<file path="config.mk">
export PLATFORM = sky130hd
export DESIGN_NAME = sorted_table_insert_delete
export DESIGN_NICKNAME = d
export VERILOG_FILES = /design/src/rtl/sti_pkg.sv /design/src/rtl/sti_cell.sv /design/src/rtl/sorted_table_insert_delete.sv
export SDC_FILE = /design/constraint.sdc
export NUM_CORES = 2
export LEC_CHECK = 0
export BUFFER_PORTS_ARGS = -buffer_cell sky130_fd_sc_hd__buf_4
export CAP_MARGIN = 20
export CORE_MARGIN = 3
export CORE_UTILIZATION = 64
export CTS_CLUSTER_SIZE = 25
export DETAILED_ROUTE_END_ITERATION = 6
export MAX_ROUTING_LAYER = met4
export PLACE_DENSITY = 0.89
export SLEW_MARGIN = 30
export SYNTH_ARGS = -nofsm -noshare
export SYNTH_HDL_FRONTEND = slang
export SYNTH_SLANG_ARGS = --single-unit
export TNS_END_PERCENT = 5
</file>
<file path="constraint.sdc">
create_clock -name clk -period 10.4 [get_ports clk]
set_clock_uncertainty 0.2 [all_clocks]
set_input_delay 2.08 -clock clk [delete_from_list [all_inputs] [get_ports clk]]
set_output_delay 2.08 -clock clk [all_outputs]
set_load 0.005 [all_outputs]
</file>
<file path="src/rtl/sti_pkg.sv">
`timescale 1ns / 1ps
// ----------------------------------------------------------------------------
// sti_pkg: shared definitions for the sorted table
// Table depth, derived widths, status and command codes, and the control beat
// that is broadcast to every cell of the chain.
// ----------------------------------------------------------------------------
package sti_pkg;

  localparam int DEPTH   = 16;
  localparam int DATA_W  = 32;
  localparam int CNT_W   = $clog2(DEPTH + 1);
  localparam int OCNT_W  = 5;

  typedef enum logic [1:0] {
    ST_OK        = 2'd0,
    ST_NOT_FOUND = 2'd1,
    ST_FULL      = 2'd2,
    ST_EMPTY     = 2'd3
  } status_t;

  localparam logic CMD_INSERT = 1'b0;
  localparam logic CMD_DELETE = 1'b1;

  // Broadcast to all cells for one beat
  typedef struct packed {
    logic                     ins_en;
    logic                     del_en;
    logic signed [DATA_W-1:0] value;
  } ctl_t;

endpackage

</file>
<file path="src/rtl/sti_cell.sv">
`timescale 1ns / 1ps
// ----------------------------------------------------------------------------
// sti_cell: one slot of the sorted chain
// Holds one value, compares it with the broadcast operand and takes the
// operand or a neighbor's value on insert/delete.
// ----------------------------------------------------------------------------
module sti_cell
  import sti_pkg::*;
(
  input  logic                     clk,
  input  ctl_t                     ctl,
  input  logic                     occ,       // slot lies below the fill count
  input  logic                     left_lt,   // left slot sits before the operand
  input  logic signed [DATA_W-1:0] left_val,
  input  logic signed [DATA_W-1:0] right_val,
  output logic                     lt,
  output logic                     eq,
  output logic signed [DATA_W-1:0] val
);

  logic signed [DATA_W-1:0] val_r;
  logic signed [DATA_W-1:0] val_nxt;

  assign lt  = occ && (val_r < ctl.value);
  assign eq  = occ && (val_r == ctl.value);
  assign val = val_r;

  always_comb begin
    val_nxt = val_r;
    if (ctl.ins_en && !lt) begin
      // shift right; the first slot past the smaller values takes the operand
      val_nxt = left_lt ? ctl.value : left_val;
    end else if (ctl.del_en && occ && !lt) begin
      // close the gap from the first match onward
      val_nxt = right_val;
    end
  end

  always_ff @(posedge clk) begin
    val_r <= val_nxt;
  end

endmodule

</file>
<file path="src/rtl/sorted_table_insert_delete.sv">
`timescale 1ns / 1ps
// ----------------------------------------------------------------------------
// sorted_table_insert_delete: ascending table of signed values
// Row of DEPTH compare-and-shift cells with a shared fill count.
// ----------------------------------------------------------------------------
// Usage:
//   Command channel: drive in_command (insert or delete), in_value and pulse
//   start. A beat is taken at each rising edge with start high and busy low.
//   busy stays low: every cell compares its slot with the operand in the same
//   cycle and shifts toward or away from its neighbor at the edge that takes
//   the beat, so a new beat may follow in the very next cycle.
//   Result channel: in the cycle after a beat is taken, out_strobe is high for
//   exactly one cycle with out_status, out_count and out_smallest. The
//   receiver cannot hold results off; they must be taken on that cycle.
//   Throughput: 1 beat per cycle, set by the compare/shift across the cell
//   row plus the one-of-DEPTH match OR.
//   Status: ok, value not found, table full (insert at DEPTH entries), or
//   table empty (delete with no entries); on any non-ok status the table
//   holds unchanged. out_smallest reads zero when the table is empty.
//   Reset: rst_n (synchronous, active low) clears the fill count and the
//   strobe; the cell contents are not cleared, only slots below the count
//   are ever looked at.
// ----------------------------------------------------------------------------
module sorted_table_insert_delete
  import sti_pkg::*;
(
  input  logic                     clk,
  input  logic                     rst_n,
  input  logic                     start,
  output logic                     busy,
  input  logic                     in_command,
  input  logic signed [DATA_W-1:0] in_value,
  output logic                     out_strobe,
  output logic [1:0]               out_status,
  output logic [OCNT_W-1:0]        out_count,
  output logic signed [DATA_W-1:0] out_smallest
);

  logic [CNT_W-1:0]         count_r;
  logic [CNT_W-1:0]         count_nxt;
  logic                     strobe_r;
  status_t                  status_r;
  status_t                  status_nxt;
  ctl_t                     ctl;

  logic [DEPTH-1:0]         occ;
  logic [DEPTH-1:0]         lt;
  logic [DEPTH-1:0]         eq;
  logic signed [DATA_W-1:0] vals [DEPTH];

  logic                     accept;
  logic                     full;
  logic                     empty;
  logic                     found;

  // Every beat completes at the edge that takes it, so the block never pushes back
  assign busy   = 1'b0;
  assign accept = start && !busy;

  assign full  = (count_r == CNT_W'(DEPTH));
  assign empty = (count_r == '0);
  assign found = |eq;

  // Decide the operation and its status from the current fill and match
  always_comb begin
    ctl.value  = in_value;
    ctl.ins_en = 1'b0;
    ctl.del_en = 1'b0;
    status_nxt = ST_OK;
    count_nxt  = count_r;
    if (in_command == CMD_INSERT) begin
      if (full) begin
        status_nxt = ST_FULL;
      end else begin
        ctl.ins_en = accept;
        count_nxt  = count_r + CNT_W'(1);
      end
    end else begin
      if (empty) begin
        status_nxt = ST_EMPTY;
      end else if (!found) begin
        status_nxt = ST_NOT_FOUND;
      end else begin
        ctl.del_en = accept;
        count_nxt  = count_r - CNT_W'(1);
      end
    end
  end

  // Cell row: each slot sees its neighbors' values and the left compare
  for (genvar i = 0; i < DEPTH; i++) begin : g_cell
    logic                     left_lt;
    logic signed [DATA_W-1:0] left_val;
    logic signed [DATA_W-1:0] right_val;

    assign occ[i] = (CNT_W'(i) < count_r);

    if (i == 0) begin : g_first
      assign left_lt  = 1'b1;
      assign left_val = in_value;
    end else begin : g_mid
      assign left_lt  = lt[i-1];
      assign left_val = vals[i-1];
    end

    if (i == DEPTH - 1) begin : g_last
      assign right_val = vals[i];
    end else begin : g_inner
      assign right_val = vals[i+1];
    end

    sti_cell u_cell (
      .clk       (clk),
      .ctl       (ctl),
      .occ       (occ[i]),
      .left_lt   (left_lt),
      .left_val  (left_val),
      .right_val (right_val),
      .lt        (lt[i]),
      .eq        (eq[i]),
      .val       (vals[i])
    );
  end

  // Advance the count and post a result beat for every accepted command
  always_ff @(posedge clk) begin
    if (!rst_n) begin
      count_r  <= '0;
      strobe_r <= 1'b0;
    end else begin
      strobe_r <= accept;
      if (accept) begin
        count_r <= count_nxt;
      end
    end
  end

  always_ff @(posedge clk) begin
    if (accept) begin
      status_r <= status_nxt;
    end
  end

  // Results read the updated state directly; the first cell holds the minimum
  assign out_strobe   = strobe_r;
  assign out_status   = status_r;
  assign out_count    = OCNT_W'(count_r);
  assign out_smallest = (count_r != '0) ? vals[0] : '0;

endmodule

</file>
[Yosys cells after proc, flatten, opt, wreduce, memory -nomap -nowiden]
Index checks and enable logic that the tools add are counted.
Word-level totals
  input port bits: 36
  word-level logic and storage cells: 245
  flip-flop bits (word level): 520
  output and inout bits: 41
Operators by class
  $add $sub $neg: 2
  reduce and logical (&&, ||, !) cells: 113
  mux-type cells: 59
  equal/unequal tests: 20
  order comparisons: 32
Operators by type and width (number)
  two-way mux 32 bit: 46
  equality test 32 bit: 16
  less-than comparator 32 bit: 16
  logical AND 1 bit: 78
  less-than comparator 4 x 5 -> 1 bit, first input constant: 8
  nonzero test 2 bit: 15
  less-than comparator 3 x 5 -> 1 bit, first input constant: 4
  two-way mux 5 bit: 4
  logical NOT 1 bit: 16
  OR reduction 16 bit: 1
  less-than comparator 1 x 5 -> 1 bit, first input constant: 2
  less-than comparator 2 x 5 -> 1 bit, first input constant: 2
  two-way mux 1 bit: 6
  two-way mux 2 bit: 3
  adder 5 x 1 -> 5 bit, second input constant: 1
  equality test 5 bit, second input constant: 1
  logical NOT 5 bit: 1
  nonzero test 5 bit: 1
  subtractor 5 x 1 -> 5 bit, second input constant: 1
  inequality test 2 bit, second input constant: 2
  AND reduction 4 bit: 1
  inequality test 2 x 1 -> 1 bit, second input constant: 1

[Logic depth before layout (Yosys ltp)]
  word-level depth: 10
  gate-level depth with buffers: 14
  gate-level depth less buffers: 10

[Modules after synthesis]
From an unflattened synthesis, not the netlist that was laid out.
Unflattened totals
  cell total of the unflattened synthesis: 3752
  area total of the unflattened synthesis: 42384.4 um^2
By module, submodules not included
  sti_cell: area an instance 2586.2 um^2, times used 16, cells each 226, sequential area each 960.9 um^2
  sorted_table_insert_delete: area an instance 1004.7 um^2, times used 1, cells each 136, sequential area each 180.2 um^2

[Least setup slack after synthesis]
OpenSTA, ideal clock, no wires.
  kind: input port to flip-flop
  start: in in_value[1]
  end: reg g_cell[9].u_cell.val_r[0], enable pin
  setup time: 0.470 ns
  setup slack: 2.478 ns
  data arrival time: 7.252 ns
  data required time: 9.730 ns
  path buffers: 4
  stages: 13
  cell sequence: clkbuf_1 > clkbuf_1 > inv_1 > ha_1 > nor2b_1 > o21a_1 > o21a_1 > o311a_1 > o22ai_1 > mux2i_1 > buf_2 > clkbuf_1 > a21boi_0
On the way
  longest elaborated chain between the ends: 9
  elaborated cells on any way between the ends: 43
  classes of those cells: order compare: 1; eq/ne: 16; mux: 3; reduce/logical: 23
RTL lines
  start: declaration: line sorted_table_insert_delete.sv:32  | input logic signed [DATA_W-1:0] in_value,
  equality test 32 bit: line sti_cell.sv:25  | assign eq = occ && (val_r == ctl.value);
  logical AND 1 bit: line sti_cell.sv:25
  OR reduction 16 bit: line sorted_table_insert_delete.sv:62  | assign found = |eq;
  two-way mux 1 bit: line sorted_table_insert_delete.sv:81  | end else if (!found) begin
  two-way mux 1 bit: line sorted_table_insert_delete.sv:79  | if (empty) begin
  two-way mux 1 bit: line sorted_table_insert_delete.sv:71  | if (in_command == CMD_INSERT) begin
  logical AND 1 bit (2 in series): line sti_cell.sv:33  | end else if (ctl.del_en && occ && !lt) begin
  nonzero test 2 bit (no source line) (*)
  end signal: assignment: line sti_cell.sv:40  | val_r <= val_nxt;
  end: declaration: line sti_cell.sv:21  | logic signed [DATA_W-1:0] val_r;
Every way passes the cells marked *; elsewhere a longest branch is shown, timed or not.
A chain may end at the register's enable or synchronous reset.

[Worst setup path in the final report]
  start: in in_value[6]
  end: reg g_cell[12].u_cell.val_r[27], enable pin
On the way
  longest elaborated chain between the ends: 9
  elaborated cells on any way between the ends: 43
  classes of those cells: order compare: 1; eq/ne: 16; mux: 3; reduce/logical: 23
RTL lines (line)
  equality test 32 bit: sti_cell.sv:25
  logical AND 1 bit: sti_cell.sv:25
  OR reduction 16 bit: sorted_table_insert_delete.sv:62
  two-way mux 1 bit: sorted_table_insert_delete.sv:81
  two-way mux 1 bit: sorted_table_insert_delete.sv:79
  two-way mux 1 bit: sorted_table_insert_delete.sv:71
  logical AND 1 bit (2 in series): sti_cell.sv:33
  nonzero test 2 bit (no source line) (*)
  end signal: assignment: sti_cell.sv:40
  end: declaration: sti_cell.sv:21
Marks and branches as above.

==> summary by stage <==
Run status
The flow ran to the end, and the final reports show no timing, DRC or antenna violations.

Detailed routing
The total number of vias is ~33000. In the routed design, unresolved DRC markers number 0. The final antenna-violating net count is 0. The first-pass detailed-route iteration total is 6. The routed via count divided by cell count is around 7.2. The total detailed-routing wirelength is 119000 um. The wire length per cell after detailed routing is 26.0 um.

The count of routing violations after the opening detailed-route iteration is 4675.

Synthesis
Counting distinct cell types in the post-synthesis netlist gives 81. The most repeated cell in the gate-level netlist after synthesis is sky130_fd_sc_hd__ha_1. The synthesis-stage register bit count is 520. In the synthesized netlist the dominant register cell turns out to be sky130_fd_sc_hd__edfxtp_1.

Synthesis produced a netlist whose cell count is 3827. The share of the yosys chip area belonging to registers is 0.395. The mapped netlist covers 39400 sq um. The library cell occupying the most area in the post-synthesis netlist is sky130_fd_sc_hd__edfxtp_1. Counting flops with an async set or reset pin after synthesis yields a share of 0.

By count the netlist is led by 516 x sky130_fd_sc_hd__ha_1, 514 x sky130_fd_sc_hd__edfxtp_1, 426 x sky130_fd_sc_hd__mux2i_1. The number of warnings issued by yosys is 0. In the post-synthesis netlist, the biggest area contributors are sky130_fd_sc_hd__edfxtp_1 39%, sky130_fd_sc_hd__ha_1 16%, sky130_fd_sc_hd__mux2i_1 11%, sky130_fd_sc_hd__a21oi_1 4.8%, sky130_fd_sc_hd__o21ai_0 4.8%. In this run the mean area of a mapped cell was 10.3 sq um. The net count after synthesis is 4379. The area share of the largest cell type after synthesis is 0.392. The number of flops mapped to enable cells by yosys is 514.

Setup path
The timing endpoint of the critical path is g_cell[12].u_cell.val[27]$_DFFE_PP_. The critical path in this run is classified as input pin to flip-flop. In this run the worst setup path begins at in_value[6]. The required time of the critical path is 10480 ps. The type of destination of the critical path is a flip-flop. The library cell contributing the largest single delay on the critical path is sky130_fd_sc_hd__nor4_1. The worst register-to-register path has a setup slack of 5010 ps.

Data on the critical path arrives at its endpoint at a little under 7000 ps. The kind of launch point of the worst setup path is an input pin. The depth of the worst register-to-register path is 9. The end of the worst register-to-register path is g_cell[12].u_cell.val[27]$_DFFE_PP_. The critical path goes through buf_4 -> inv_1 -> ha_1 -> nand4_1 -> nor4_1 -> and4_1 -> a221oi_1 -> nand4_1 -> o211a_1 -> a21oi_1 -> nor2_2 -> buf_4.

The largest stage delay on the critical path is about 820 ps. Of all nets on the critical path, the largest fanout is 22. The worst register-to-register path begins at out_count[1]$_SDFFE_PN0P_.

Power
The clock network fraction of design power is 0.326. The part of the total power dissipated in combinational logic is 0.219. Of the total power, the share spent switching nets is 0.307. For this design the static power due to leakage is between 15 and 20 nW. For this design the ratio of total power to cell area is 138 nW/um^2. Across the VDD grid, the largest voltage drop is 0.131 mV. For this design the total switching power over the nets is approximately 1.8 mW.

The proportion of power drawn by flip-flops and latches is 0.455. The internal power of the cells totals 4.00 mW.

CTS
In this run the clock root is driven by a sky130_fd_sc_hd__clkbuf_16. For this design, the sink count on the clock tree is between 500 and 600. In this run, post-CTS hold repair placed 0 buffers.

The buffer count from post-CTS setup fixing is 0. The source-to-sink clock delay at the later pin of the worst-skew pair is 630 ps. The H-tree was split into 2 levels. The CTS clock-pin slew for the worst setup and hold paths is 60 ps. Gates resized during post-CTS repair numbered 0. The CTS tree is done.

The number of clock buffers inserted by TritonCTS is 55. The maximum number of buffers from clock root to sink is 3.

Finish
The fraction of layout instances using a drive strength above 1 is 0.0922. From synthesis to final layout, the design area changed by 6.45%. The count of nets after finishing is 4304.

After routing the design area is 41900 sq um. The layout has 4257 filler cells.

Timing
The number of max-slew violations in the final report is 0. The time the final worst path needs with I/O delays and setup is slightly below 7000 ps. The least setup slack across all paths after layout is 3530 ps. The pin slew with the least headroom to its limit is 943 ps.

The setup TNS after final layout is 0 ps. Of the available clock period, the critical path in the final layout requires 0.661. The number of hold violations in the final report is 0.

Measured against its own limit, the worst slew margin works out to 0.366. Setup repair after global routing left no endpoint under its margin. The number of endpoints failing setup at the final stage is 0. The peak clock frequency supported by timing is 0.146 GHz.

Die
During I/O placement, the number of pins put on the boundary was 77. The die extent in y is 254 um. For this configuration, the core starts out at a cell density of 0.650. In this run the horizontal extent of the chip is 254 um. In this run the standard cell core region covers 60600 sq um. The full die area is 64500 sq um. The standard-cell row count is 90.

Place
The pre-CTS setup slack is approximately 3300 ps. After detailed placement, the total cell area comes to 40300 sq um. The last weighted congestion value of the routability-driven placer is 1.05. The HPWL reported at the end of detailed placement is 86900 um. The port buffer count is 75.

GRT
Across every metal layer, demand over resource in global routing totals 0.373. Entering global routing, the biggest net connects 84 pins. For met2 alone, demand over resource in global routing was 0.565. The initial antenna violation count is 2. The number of global-route vias before repair is 32200. The met3 track demand over resource in global routing is 0.0675. The global-route wire length before repair is approximately 180000 um. The met1 track demand over resource is 0.462. The most congested layer reported by global routing is met2. The remaining global-route overflow is 0.

Job
The count of max-cap constraint violations is 0.

Min path
The worst min-delay path class is flip-flop to flip-flop.
[worst max-delay path: cells and delay by family]
kind	cells	cell delay [ps]
simple gates	5	2490
buf+inv	3	1160
compound gates	3	700
fa+ha+maj	1	480
[power by group through the flow]
stage	Clock (mW)	Combinational [mW]	Sequential [mW]
2_1_floorplan	0	0.887	2.60
3_3_place_gp	0	1.15	2.65
3_5_place_dp	0	1.21	2.66
4_1_cts	1.88	1.22	2.62
5_1_grt	1.95	1.37	2.63
6_report	1.88	1.26	2.62
[through the flow]
step,total power [mW],util,std cells,hold WS [ps]
2_1_floorplan,3.49,-,3827,345
4_1_cts,5.72,0.691,4576,387
6_report,5.77,0.692,4579,394
3_5_place_dp,3.87,0.664,4476,370
5_1_grt,5.95,0.692,4579,431
3_3_place_gp,3.81,0.664,4476,360
[worst min path at each step]
stage | end | start | cells past startpoint | slack (ps)
finish | g_cell[6].u_cell.val[7]$_DFFE_PP_ | g_cell[7].u_cell.val[7]$_DFFE_PP_ | 2 | 390
global route | g_cell[6].u_cell.val[3]$_DFFE_PP_ | g_cell[7].u_cell.val[3]$_DFFE_PP_ | 2 | 430
CTS | g_cell[14].u_cell.val[0]$_DFFE_PP_ | g_cell[15].u_cell.val[0]$_DFFE_PP_ | 2 | 390
detailed placement | g_cell[14].u_cell.val[0]$_DFFE_PP_ | g_cell[15].u_cell.val[0]$_DFFE_PP_ | 2 | 370
global placement | g_cell[14].u_cell.val[0]$_DFFE_PP_ | g_cell[15].u_cell.val[0]$_DFFE_PP_ | 2 | 360
floorplan | g_cell[1].u_cell.val[0]$_DFFE_PP_ | g_cell[2].u_cell.val[0]$_DFFE_PP_ | 2 | 340
[flip-flops by register name, summed over array words and instances, names as in the netlist]
name,cells
g_cell.u_cell.val,512
out_count,5
out_status,2
out_strobe,1
[cells by family after synthesis]
kind of cell | after synthesis | share of synthesized area
AOI/OAI and AO/OA | 1125 | 0.164
xor gates and xnor gates | 2 | 0.000445
and+or+nand+nor | 742 | 0.0952
muxes | 521 | 0.136
other | 1 | 0.0000952
DFF | 520 | 0.395
buffers and inverters | 400 | 0.0451
adders and majority gates | 516 | 0.164
[routing by layer]
layer | up-vias | part of all wire
met3 | 576 | 0.12
met2 | 2474 | 0.44
met4 | 0 | 0.074
li1 | 14500 | -
met1 | 15500 | 0.37
met5 | - | 0
[area by class of cell]
| class | count | area, sq um | area share |
|---|---|---|---|
| diodes | 2 | 5.00 | 0.000119 |
| multi-input cells | 2907 | 22200 | 0.531 |
| clock inverters | 19 | 92.6 | 0.00221 |
| inverters | 138 | 518 | 0.0124 |
| flip-flops and latches | 520 | 15600 | 0.371 |
| clock buffers | 81 | 1550 | 0.0369 |
| well taps | 782 | 978 | 0.0233 |
| repair buffers | 130 | 983 | 0.0235 |
[layout by cell type, fill, tap and decap left out, drive strengths merged, types with 15 or more instances in the layout]
master	n
nand4	123
and2	39
nor3	40
clkinv	15
nand2b	16
ha	516
o21a	21
a21oi	383
o211ai	18
nor4	30
clkbuf	81
nor2	45
edfxtp	514
inv	138
mux2	94
o21ai	451
a31oi	72
mux2i	427
a21o	98
buf	130
nand3	102
nor2b	31
nand2	274
No activity file was read; power rests on OpenSTA's default activity.
